**src/sv/led_pixel_spi_encoder_unit_macros.svh**
```systemverilog
// Assertion macros for the LED pixel SPI encoder.
`ifndef LED_PIXEL_SPI_ENCODER_UNIT_MACROS_SVH
`define LED_PIXEL_SPI_ENCODER_UNIT_MACROS_SVH

`ifndef SYNTH
// Property that holds in the same cycle
`define LPSE_ASSERT(label, prop) \
    label: assert property (@(posedge clk) disable iff (!rst_n) (prop)) \
        else $error("lpse assertion failed");
// Antecedent implies consequent in the next cycle
`define LPSE_ASSERT_NEXT(label, ante, cons) \
    label: assert property (@(posedge clk) disable iff (!rst_n) (ante) |=> (cons)) \
        else $error("lpse assertion failed");
`else
`define LPSE_ASSERT(label, prop)
`define LPSE_ASSERT_NEXT(label, ante, cons)
`endif

`endif

```
**src/sv/lpse_pkg.sv**
```systemverilog
// Constants and helper functions for the LED pixel SPI encoder.
package lpse_pkg;

    localparam logic [3:0] LINE_CODE_ONE   = 4'b1110;
    localparam logic [3:0] LINE_CODE_ZERO  = 4'b1000;
    localparam logic [15:0] ROUND_HALF     = 16'd127;
    localparam logic [7:0] FULL_SCALE      = 8'd255;
    localparam logic [7:0] BRIGHT_RESET    = 8'd64;
    localparam logic [6:0] GAP_RESET       = 7'd30;
    localparam logic [6:0] GAP_MAX         = 7'd64;
    localparam logic [6:0] BYTES_PER_PIXEL = 7'd12;

    // Item kinds
    localparam logic FUNC_PIXEL = 1'b0;
    localparam logic FUNC_GAP   = 1'b1;

    // Register indexes (paddr[2])
    localparam logic REG_BRIGHTNESS = 1'b0;
    localparam logic REG_GAP_LENGTH = 1'b1;

    // One data bit to its 4-bit line code
    function automatic logic [3:0] line_code(input logic b);
        return b ? LINE_CODE_ONE : LINE_CODE_ZERO;
    endfunction

    // One channel byte to four SPI bytes, MSB first, earlier bit in high nibble
    function automatic logic [31:0] encode_channel(input logic [7:0] v);
        logic [31:0] w;
        for (int i = 0; i < 8; i++)
        begin
            w[31 - 4*i -: 4] = line_code(v[7 - i]);
        end
        return w;
    endfunction

endpackage

```
**src/sv/lpse_if.sv**
```systemverilog
// Stream interfaces: pixel/gap items in, SPI bytes out.
interface lpse_in_if;
    logic       valid;
    logic       ready;
    logic       func;
    logic [7:0] green;
    logic [7:0] red;
    logic [7:0] blue;

    modport source (output valid, output func, output green, output red, output blue,
                    input ready);
    modport sink   (input valid, input func, input green, input red, input blue,
                    output ready);
endinterface

interface lpse_out_if;
    logic       valid;
    logic       ready;
    logic [7:0] spi_byte;
    logic       last_of_run;

    modport source (output valid, output spi_byte, output last_of_run, input ready);
    modport sink   (input valid, input spi_byte, input last_of_run, output ready);
endinterface

```
**src/sv/led_pixel_spi_encoder_unit.sv**
```systemverilog
// Top level of the LED pixel SPI encoder: dimming pipeline and byte serializer.
// A pixel word on item yields 12 SPI bytes on line (green, red, blue, MSB first,
// each bit as a 4-bit line code, two codes per byte); a gap word yields
// gap_length zero bytes (0 counts as 1, above 64 as 64). last_of_run marks the
// final byte of each item. The output serializer sets throughput at one output byte
// per cycle while line.ready is high; a pixel occupies it for 12 bytes, a gap for 1
// to 64 bytes. Two pipeline stages (multiply with rounding offset, then reciprocal
// divide by 255 and line coding) feed it, a word passing the stage-1 and stage-2
// registers first; further words are taken while earlier bytes drain.
// Registers: brightness at 0x0 (reset 64), gap_length at 0x4 (reset 30).
`include "led_pixel_spi_encoder_unit_macros.svh"

module led_pixel_spi_encoder_unit (
    input  logic        clk,
    input  logic        rst_n,
    lpse_in_if.sink     item,
    lpse_out_if.source  line,
    input  logic        psel,
    input  logic        penable,
    input  logic        pwrite,
    input  logic [2:0]  paddr,
    input  logic [31:0] pwdata,
    output logic [31:0] prdata,
    output logic        pready
);

    // ---------------- configuration registers ----------------
    logic [7:0] brightness_reg;
    logic [6:0] gap_length_reg;
    logic       cfg_wr;

    assign pready = 1'b1;
    assign cfg_wr = psel && penable && pwrite;

    always_ff @(posedge clk or negedge rst_n)
    begin
        if (!rst_n)
        begin
            brightness_reg <= lpse_pkg::BRIGHT_RESET;
            gap_length_reg <= lpse_pkg::GAP_RESET;
        end
        else if (cfg_wr)
        begin
            case (paddr[2])
                lpse_pkg::REG_BRIGHTNESS: brightness_reg <= pwdata[7:0];
                lpse_pkg::REG_GAP_LENGTH: gap_length_reg <= pwdata[6:0];
                default: ;
            endcase
        end
    end

    always_comb
    begin
        case (paddr[2])
            lpse_pkg::REG_BRIGHTNESS: prdata = {24'd0, brightness_reg};
            lpse_pkg::REG_GAP_LENGTH: prdata = {25'd0, gap_length_reg};
            default:                  prdata = 32'd0;
        endcase
    end

    // ---------------- pipeline control ----------------
    logic        s1_valid_reg;
    logic        s2_valid_reg;
    logic [6:0]  cnt_reg;
    logic [6:0]  cnt_next;
    logic [95:0] data_reg;
    logic [95:0] data_next;
    logic        out_fire;
    logic        ser_load;
    logic        adv2;
    logic        adv1;

    assign out_fire = line.valid && line.ready;
    assign ser_load = s2_valid_reg && ((cnt_reg == 7'd0) || ((cnt_reg == 7'd1) && out_fire));
    assign adv2     = !s2_valid_reg || ser_load;
    assign adv1     = !s1_valid_reg || adv2;
    assign item.ready = adv1;

    // ---------------- stage 1: products plus rounding offset ----------------
    logic        s1_func_reg;
    logic        s1_bypass_reg;
    logic [7:0]  s1_raw_reg [3];
    logic [15:0] s1_sum_reg [3];
    logic [7:0]  in_ch [3];

    assign in_ch[0] = item.green;
    assign in_ch[1] = item.red;
    assign in_ch[2] = item.blue;

    always_ff @(posedge clk or negedge rst_n)
    begin
        if (!rst_n)
        begin
            s1_valid_reg <= 1'b0;
        end
        else if (adv1)
        begin
            s1_valid_reg <= item.valid;
        end
    end

    always_ff @(posedge clk)
    begin
        if (adv1 && item.valid)
        begin
            s1_func_reg   <= item.func;
            s1_bypass_reg <= (brightness_reg == lpse_pkg::FULL_SCALE);
            for (int c = 0; c < 3; c++)
            begin
                s1_raw_reg[c] <= in_ch[c];
                s1_sum_reg[c] <= {8'd0, in_ch[c]} * {8'd0, brightness_reg}
                                 + lpse_pkg::ROUND_HALF;
            end
        end
    end

    // ---------------- stage 2: divide by 255, line coding ----------------
    logic        s2_func_reg;
    logic [95:0] s2_code_reg;
    logic [6:0]  s2_len_reg;
    logic [7:0]  dim [3];
    logic [16:0] div_tmp [3];
    logic [6:0]  gap_len;

    // y/255 == (y + 1 + (y >> 8)) >> 8 for any y up to 65152, the largest stage-1 sum
    always_comb
    begin
        for (int c = 0; c < 3; c++)
        begin
            div_tmp[c] = {1'b0, s1_sum_reg[c]} + 17'd1 + {9'd0, s1_sum_reg[c][15:8]};
            dim[c]     = s1_bypass_reg ? s1_raw_reg[c] : div_tmp[c][15:8];
        end
    end

    // Gap length clamped to 1..64
    always_comb
    begin
        if (gap_length_reg == 7'd0)
            gap_len = 7'd1;
        else if (gap_length_reg > lpse_pkg::GAP_MAX)
            gap_len = lpse_pkg::GAP_MAX;
        else
            gap_len = gap_length_reg;
    end

    always_ff @(posedge clk or negedge rst_n)
    begin
        if (!rst_n)
        begin
            s2_valid_reg <= 1'b0;
        end
        else if (adv2)
        begin
            s2_valid_reg <= s1_valid_reg;
        end
    end

    always_ff @(posedge clk)
    begin
        if (adv2 && s1_valid_reg)
        begin
            s2_func_reg <= s1_func_reg;
            s2_code_reg <= {lpse_pkg::encode_channel(dim[0]),
                            lpse_pkg::encode_channel(dim[1]),
                            lpse_pkg::encode_channel(dim[2])};
            s2_len_reg  <= gap_len;
        end
    end

    // ---------------- stage 3: byte serializer ----------------
    always_comb
    begin
        cnt_next  = cnt_reg;
        data_next = data_reg;
        if (ser_load)
        begin
            if (s2_func_reg == lpse_pkg::FUNC_GAP)
            begin
                cnt_next  = s2_len_reg;
                data_next = 96'd0;
            end
            else
            begin
                cnt_next  = lpse_pkg::BYTES_PER_PIXEL;
                data_next = s2_code_reg;
            end
        end
        else if (out_fire)
        begin
            cnt_next  = cnt_reg - 7'd1;
            data_next = {data_reg[87:0], 8'd0};
        end
    end

    always_ff @(posedge clk or negedge rst_n)
    begin
        if (!rst_n)
        begin
            cnt_reg <= 7'd0;
        end
        else
        begin
            cnt_reg <= cnt_next;
        end
    end

    always_ff @(posedge clk)
    begin
        data_reg <= data_next;
    end

    assign line.valid       = (cnt_reg != 7'd0);
    assign line.spi_byte    = data_reg[95:88];
    assign line.last_of_run = (cnt_reg == 7'd1);

    // ---------------- assertions ----------------
    `LPSE_ASSERT(a_cnt_range, cnt_reg <= lpse_pkg::GAP_MAX)
    `LPSE_ASSERT(a_stall_full, !item.ready |-> (s1_valid_reg && s2_valid_reg))
    `LPSE_ASSERT_NEXT(a_hold_count, line.valid && !line.ready, cnt_reg == $past(cnt_reg))

endmodule
```
**src/flat_wrapper.sv**
```systemverilog
// flat-port wrapper written by rule: the top's interface ports become plain ports
module led_pixel_spi_encoder_unit_flat 
  (clk, rst_n, psel, penable, pwrite, paddr, pwdata, prdata, pready, item_valid, item_func, item_green, item_red, item_blue, item_ready, line_valid, line_spi_byte, line_last_of_run, line_ready);
  lpse_in_if item_i ();
  lpse_out_if line_i ();
  input  logic clk;
  input  logic rst_n;
  input  logic psel;
  input  logic penable;
  input  logic pwrite;
  input  logic [2:0] paddr;
  input  logic [31:0] pwdata;
  output logic [31:0] prdata;
  output logic pready;
  input wire logic [$bits(item_i.valid)-1:0] item_valid;
  input wire logic [$bits(item_i.func)-1:0] item_func;
  input wire logic [$bits(item_i.green)-1:0] item_green;
  input wire logic [$bits(item_i.red)-1:0] item_red;
  input wire logic [$bits(item_i.blue)-1:0] item_blue;
  output wire logic [$bits(item_i.ready)-1:0] item_ready;
  output wire logic [$bits(line_i.valid)-1:0] line_valid;
  output wire logic [$bits(line_i.spi_byte)-1:0] line_spi_byte;
  output wire logic [$bits(line_i.last_of_run)-1:0] line_last_of_run;
  input wire logic [$bits(line_i.ready)-1:0] line_ready;
  assign item_i.valid = item_valid;
  assign item_i.func = item_func;
  assign item_i.green = item_green;
  assign item_i.red = item_red;
  assign item_i.blue = item_blue;
  assign item_ready = item_i.ready;
  assign line_valid = line_i.valid;
  assign line_spi_byte = line_i.spi_byte;
  assign line_last_of_run = line_i.last_of_run;
  assign line_i.ready = line_ready;
  led_pixel_spi_encoder_unit u_core (.clk(clk), .rst_n(rst_n), .item(item_i), .line(line_i), .psel(psel), .penable(penable), .pwrite(pwrite), .paddr(paddr), .pwdata(pwdata), .prdata(prdata), .pready(pready));
endmodule
```
**config.mk**
```make
export PLATFORM = sky130hd
export DESIGN_NAME = led_pixel_spi_encoder_unit_flat
export DESIGN_NICKNAME = d
export VERILOG_FILES = /design/src/sv/lpse_pkg.sv /design/src/sv/lpse_if.sv /design/src/sv/led_pixel_spi_encoder_unit.sv /design/src/flat_wrapper.sv
export VERILOG_INCLUDE_DIRS = /design/src /design/src/sv
export SDC_FILE = /design/constraint.sdc
export NUM_CORES = 1
export LEC_CHECK = 0
export BUFFER_PORTS_ARGS = -buffer_cell sky130_fd_sc_hd__buf_4
export CAP_MARGIN = 15
export CORE_MARGIN = 2
export CORE_UTILIZATION = 25
export DETAILED_ROUTE_END_ITERATION = 6
export PLACE_DENSITY = 0.4
export SYNTH_ARGS = -nofsm -noshare
export SYNTH_HDL_FRONTEND = slang
export SYNTH_SLANG_ARGS = --single-unit
```
**constraint.sdc**
```tcl
create_clock -name clk -period 4.9 [get_ports clk]
set_input_delay 0.49 -clock clk [delete_from_list [all_inputs] [get_ports clk]]
set_output_delay 0.49 -clock clk [all_outputs]
set_load 0.02 [all_outputs]
```
==> results of run 1 <==
-- critical path: stages (launching register included) --
cell,delay [ns]
dfstp_2,0.68
nand2_1,0.12
fa_1,0.49
fa_1,0.49
inv_1,0.05
fa_1,0.47
inv_1,0.05
fa_1,0.47
inv_1,0.04
ha_1,0.29
nor2b_1,0.14
a311o_2,0.39
a31oi_4,0.21
mux2i_1,0.09
or4_1,0.52
-- logic make-up after synthesis --
kind of cell | after synthesis
adder cells (fa/ha/maj) | 251
buffers and inverters | 262
AO/OA/AOI/OAI | 150
other | 2
AND/OR/NAND/NOR | 428
multiplexers | 30
flip-flops | 166
XOR/XNOR | 58
-- metal layers --
layer  up-vias  track usage (%)
li1       4587                -
met3        31             2.02
met5         -                0
met4         0             3.20
met2       149             19.4
met1      4644             17.0
-- per-stage QoR --
stage	power (W)	hold WS, ns
after floorplan	0.00814	0.194
after global placement	0.0105	0.422
after detailed placement	0.0105	0.413
after CTS	0.0119	0.197
after global routing	0.0133	0.197
final	0.0119	0.226
-- power groups by stage --
| stage | registers, W | clock network (W) | logic [W] |
|---|---|---|---|
| after detailed placement | 0.00242 | 0 | 0.00809 |
| after global placement | 0.00242 | 0 | 0.00809 |
| final | 0.00239 | 0.00131 | 0.00817 |
| after CTS | 0.00239 | 0.00135 | 0.00814 |
| after floorplan | 0.00233 | 0 | 0.00581 |
| after global routing | 0.00242 | 0.00140 | 0.00945 |
-- area by class of cell --
type / instances / share of cell area, %
sequential: 166 / 29.9
clock inverter: 14 / 0.775
multi-input combinational: 944 / 50.8
clock buffer: 18 / 2.63
inverter: 189 / 4.35
tap: 756 / 5.80
antenna: 1 / 0.0153
timing repair buffer: 118 / 5.75
-- worst paths after layout --
check	startpoint	to	cells past startpoint
hold reg to reg	u_core.s1_func_reg$_DFFE_PP_	u_core.s2_func_reg$_DFFE_PP_	0
setup / recovery	u_core.brightness_reg[6]$_DFFE_PN1P_	u_core.s1_sum_reg[0][14]$_DFFE_PP_	14
setup reg to reg	u_core.brightness_reg[6]$_DFFE_PN1P_	u_core.s1_sum_reg[0][14]$_DFFE_PP_	14
max in group asynchronous	rst_n	u_core.brightness_reg[6]$_DFFE_PN1P_	2
min in group asynchronous	rst_n	u_core.gap_length_reg[0]$_DFFE_PN0P_	2
hold / removal	item_func	u_core.s1_func_reg$_DFFE_PP_	1
-- synth_stat cells, types with 5 or more instances --
cell type / instances / area, um^2
nor2_1: 45 / 169
a21o_1: 17 / 128
inv_1: 189 / 709
o211ai_1: 5 / 37.5
nand2_1: 154 / 578
o21bai_1: 5 / 37.5
clkbuf_1: 37 / 139
nand3b_1: 25 / 188
and2_1: 122 / 763
nand2b_1: 7 / 43.8
and3_1: 6 / 37.5
mux2_2: 29 / 327
a211oi_1: 13 / 97.6
edfxtp_1: 142 / 4260
a21oi_1: 33 / 165
xor2_1: 15 / 131
xnor2_1: 43 / 377
dfstp_2: 5 / 131
buf_4: 33 / 248
nor2b_1: 14 / 87.6
o21a_1: 8 / 60.1
a31oi_1: 5 / 31.3
fa_1: 126 / 2520
nand4_1: 8 / 50.1
nand3_1: 19 / 95.1
nor3_1: 12 / 60.1
ha_1: 125 / 1560
o21ai_0: 35 / 175
dfrtp_1: 19 / 475
-- what timing repair did --
action                                  CTS  global route
buffers inserted                          0             3
endpoints found under the setup margin    3            11
resized for setup                         2            17
cloned                                    0             0
pin swaps                                 0             6
hold endpoints to repair                 19             0
hold buffers                              1             0
==> results.json, run 1 <==
{
  "worstSetupEndpointType": "flip-flop",
  "stdcell_area_mm2": 0.0163,
  "synth_compound_gate_area_share_pct": 7.06,
  "insertion_delay_ns": 0.45,
  "dp_cells": 2169,
  "leakagePower_nw": 7.24,
  "synthMuxAreaShare_pct": 2.39,
  "multiInputGateArea_mm2": 0.00828,
  "status": "completed",
  "finalClockSkew_ns": 0.0122,
  "pwr-share-comb_pct": 68.9,
  "row_count": 87,
  "htree_num_levels": 4,
  "grt_pass1_vias": 9658,
  "regArea_mm2": 0.00488,
  "pre_cts_slack_ns": -0.0126,
  "rsz0062_at_grt": "yes",
  "routed_via_density": 4.27,
  "fin_crit_sh_pct": 96.8,
  "synth-async-reset-ratio_pct": 14.5,
  "ant_nets": 0,
  "dr.first_iter.drc_count": 424,
  "hold_class": "in -> reg",
  "route.met2.wl_um": 15300,
  "synthSimpleGateAreaFrac_pct": 15.5,
  "core_area_mm2": 0.0561,
  "post-dp-hpwl_um": 26000,
  "fillers": 5890,
  "largest_register_ffs": 48,
  "io_pins": 111,
  "synth_cell_types": 58,
  "tritoncts": "yes",
  "synth_area_per_cell_um2": 10.5,
  "synth_area_mm2": 0.0141,
  "worstSetupStartpointType": "flip-flop",
  "wire_per_inst_um": 15.1,
  "yosys.area_share.xor_xnor_pct": 3.60,
  "setup_tns_ns": 0,
  "gp_congestion": 0.753,
  "period_minus_slack_ns": 4.75,
  "final_cell_mix": "inv_1 (189), nand2_1 (154), edfxtp_1 (142)",
  "dieArea_mm2": 0.0583,
  "powerDensity_mw_per_mm2": 727,
  "internal_power_w": 0.00679,
  "layout.cells.non_filler": 2206,
  "wl_met3_um": 1170,
  "clkPwrFrac_pct": 11.0,
  "synth-seq-cells": 166,
  "cp.arrival_ns": 4.92,
  "synth_flop_cell": "edfxtp_1",
  "synthCells": 1347,
  "cts-root-buf": "clkbuf_16",
  "clockBufferDepth": 2,
  "rrSetupSlack_ns": 0.15,
  "slew_headroom_pct": 25.2,
  "yosys.area_share.adder_pct": 29.0,
  "switchingPower_w": 0.00507,
  "dr.max_layer_used": "met4",
  "report.final.setup_viol": 0,
  "met1_length_um": 16500,
  "grt-ovfl-total": 0,
  "detail_route.wirelength_um": 33400,
  "io_buffer_count": 57,
  "finalMaxSlewViolations": 0,
  "hold_viol": 0,
  "postLayoutCoreUtil_pct": 29.1,
  "layout_commonest_cell": "inv_1",
  "switching_share_pct": 42.7,
  "cts_buffers": 17,
  "synthToLayoutAreaGrowth_pct": 15.7,
  "drv_cap": 0,
  "crit_fanout": 6,
  "fin_nets": 1754,
  "fp.dieH_um": 241,
  "cp.required_ns": 5.08,
  "clk_pin_slew_ns": 0.06,
  "path_class": "reg -> reg",
  "synth_warnings": 0,
  "grt_pass1_wl_um": 54200,
  "start_util_pct": 25.2,
  "tightest_slew_ns": 1.12,
  "drc_errors": 0,
  "vias": 9411,
  "die_w_um": 241,
  "synth-edff-count": 142,
  "postPlaceCellArea_mm2": 0.0156,
  "clock.fmax_mhz": 211,
  "synth_top_family_by_area": "adder cells",
  "drive_gt1_share_pct": 14.0,
  "antenna_found_initial": 1,
  "grt_use_total_pct": 12.1,
  "cts_num_sinks": 166,
  "yosysSeqAreaShare_pct": 34.5,
  "drtPass1Iterations": 7,
  "grt_max_degree": 75,
  "vdd_drop_max_v": 0.000343,
  "pwr-share-seq_pct": 20.1,
  "worst_slack_ns": 0.155
}
(Power assumes the default switching activity.)
==> run 2, diff against run 1 <==
--- a/config.mk
+++ b/config.mk
@@ -6,6 +6,7 @@
 export SDC_FILE = /design/constraint.sdc
 export NUM_CORES = 1
 export LEC_CHECK = 0
+export ABC_AREA = 1
 export BUFFER_PORTS_ARGS = -buffer_cell sky130_fd_sc_hd__buf_4
 export CAP_MARGIN = 15
 export CORE_MARGIN = 2
==> run 2 against run 1 <==
  * First-iteration DRC count grew 34%
  * Final cell count grew 26%
  * Register-to-register slack gained 0.19 ns
  * Largest cell class unchanged
  * Critical endpoint is now u_core.s1_sum_reg[0][46]$_DFFE_PP_
  * Combinational power shrank 11%
  * Power shrank 2.7%
  * Utilization shrank 0.96 points
  * Cell area grew 6.1%
  * Non-clock buffer count shrank 32
  * Routed wire length grew 14%
  * Die area grew 9.6%
==> results.json, run 2 <==
{
  "die_w_um": 253,
  "antenna_cells": 0,
  "fin_crit_sh_pct": 92.9,
  "total_power_w": 0.0115,
  "fp.dieH_um": 253,
  "vias": 11584,
  "synth_top_area_share_pct": 27.6,
  "drive_gt1_share_pct": 7.00,
  "tritoncts": "yes",
  "status": "completed",
  "synth-edff-count": 142,
  "routed_via_density": 4.17,
  "post-dp-hpwl_um": 30400,
  "tightest_slew_ns": 1.05,
  "report.final.setup_viol": 0,
  "synthToLayoutAreaGrowth_pct": 11.8,
  "crit_path_start": "u_core.brightness_reg[3]$_DFFE_PN0P_",
  "drtPass1Iterations": 6,
  "grt_use_total_pct": 12.7,
  "io_pins": 111,
  "post-cts-setup-buffer-count": 0,
  "min_from": "item_func",
  "detail_route.wirelength_um": 38100,
  "finalMaxSlewViolations": 0,
  "grt-ovfl-total": 0,
  "period_minus_slack_ns": 4.55,
  "cp.required_ns": 5.12,
  "ys_top_cells_by_count": "nand2_1 (655), inv_1 (436), edfxtp_1 (142)",
  "dieArea_mm2": 0.0639,
  "cts-root-buf": "clkbuf_16",
  "leakagePower_nw": 9.54,
  "path_class": "reg -> reg",
  "rrSetupSlack_ns": 0.35,
  "largest_register_ffs": 48,
  "antenna_found_initial": 1,
  "synth_warnings": 0,
  "synth-seq-cells": 166,
  "finalClockSkew_ns": 0.0213,
  "drc_errors": 0,
  "hold_viol": 0,
  "dr.first_iter.drc_count": 569,
  "core_area_mm2": 0.0615,
  "synthCells": 1941,
  "grt_pass1_vias": 12224,
  "ant_nets": 0,
  "synth_area_mm2": 0.0155,
  "cp.arrival_ns": 4.78,
  "fillers": 6633,
  "clockBufferDepth": 2,
  "vdd_drop_max_v": 0.000269,
  "crit_fanout": 14,
  "yosysTopAreaCell": "edfxtp_1",
  "hold_class": "in -> reg",
  "clk_pin_slew_ns": 0.08,
  "yosysSeqAreaShare_pct": 31.5,
  "rsz0062_at_grt": "no",
  "wire_per_inst_um": 13.7,
  "slew_headroom_pct": 30.0,
  "reg2reg_from": "u_core.brightness_reg[3]$_DFFE_PN0P_",
  "setup_tns_ns": 0,
  "powerDensity_mw_per_mm2": 667,
  "start_util_pct": 25.2,
  "htree_num_levels": 4,
  "drv_cap": 0,
  "io_buffer_count": 57,
  "row_count": 91,
  "layout_commonest_cell": "nand2_1",
  "final_cell_mix": "nand2_1 (655), inv_1 (435), edfxtp_1 (142)",
  "worstSetupEndpointType": "flip-flop",
  "ys_top_cells_by_area": "edfxtp_1 (28%), fa_1 (16%), nand2_1 (16%)",
  "synth_flop_cell": "edfxtp_1",
  "insertion_delay_ns": 0.46,
  "cts_num_sinks": 166,
  "synth_cell_types": 40,
  "fin_nets": 2290,
  "grt_max_degree": 42,
  "synth-async-reset-ratio_pct": 14.5,
  "worstSetupStartpointType": "flip-flop",
  "synth_area_per_cell_um2": 7.97,
  "grt_pass1_wl_um": 63400,
  "synth.most_common_cell": "nand2_1",
  "gp_congestion": 0.813,
  "clock.fmax_mhz": 220,
  "cts_buffers": 17
}
run 2: changes by cell type after synthesis, sizes merged, moves of 10 or more:
cell	previous run	this run
nand3	19	74
and2	122	7
nor2	45	55
nand2	154	658
clkbuf	37	53
inv	189	440
xnor2	43	10
a21o	17	3
mux2	29	0
nor2b	14	0
buf	36	46
a21oi	33	50
a211oi	13	0
run 2: where the power goes:
group	switching [W]	internal [W]
registers	0.000357	0.00255
clock network	0.000679	0.000689
logic	0.00461	0.00266
run 2: through the flow:
stage	instance area, um^2	hold WS (ns)	cells	utilization, %	worst slack, ns
floorplan	15600	0.194	1966	-	0.544
global placement	16700	0.408	2742	27.1	0.230
detailed placement	16700	0.421	2742	27.1	0.193
CTS	17300	0.183	2775	28.1	0.169
global route	17300	0.191	2775	28.1	0.108
finish	17300	0.213	2775	28.1	0.346
run 2: repair_timing:
action / in CTS / in global routing
gates resized for setup: 0 / 1
hold buffers: 1 / 0
hold endpoints to repair: 19 / 0
setup endpoints to repair: 0 / 8
run 2: worst max-delay path: stages (launching register included):
cell	delay, ns
dfrtp_1	0.82
buf_4	0.30
nand2_1	0.06
inv_1	0.07
fa_1	0.44
fa_1	0.50
fa_1	0.49
inv_1	0.05
fa_1	0.47
inv_1	0.04
ha_1	0.34
a21oi_1	0.13
a21boi_0	0.18
nand2_1	0.14
nand2_1	0.11
nand2_1	0.05
nand2_1	0.06
nand2_1	0.05
run 2: logic make-up after synthesis:
kind of cell | share of synthesized area (%)
xor gates and xnor gates | 1.87
other | 0.0485
and+or+nand+nor | 22.6
buffers and inverters | 14.1
adders and majority gates | 26.4
AOI/OAI and AO/OA | 3.48
DFF | 31.5
run 2: metal layers:
layer | vias to the layer above | wire (um) | GRT usage [%]
met3 | 29 | 1010 | 1.80
met1 | 5531 | 18200 | 16.7
met2 | 145 | 18400 | 21.7
li1 | 5877 | - | -
met4 | 2 | 484 | 3.47
met5 | - | 13 | 0
run 2: final timing paths:
path	to	cells after the start
max	u_core.s1_sum_reg[0][46]$_DFFE_PP_	17
min	u_core.s1_func_reg$_DFFE_PP_	1
max reg2reg	u_core.s1_sum_reg[0][46]$_DFFE_PP_	17
min reg2reg	u_core.s2_func_reg$_DFFE_PP_	0
max in group asynchronous	u_core.brightness_reg[6]$_DFFE_PN1P_	2
min in group asynchronous	u_core.cnt_reg[6]$_DFFE_PN0P_	2
run 2: area by class of cell:
class / instances / area [um^2] / area share (%)
Inverter: 440 / 1650 / 9.55
Sequential cell: 166 / 4870 / 28.2
Timing Repair Buffer: 86 / 661 / 3.82
Multi-Input combinational cell: 1261 / 8520 / 49.3
Clock inverter: 15 / 176 / 1.02
Clock buffer: 17 / 425 / 2.46
Tap cell: 790 / 988 / 5.71
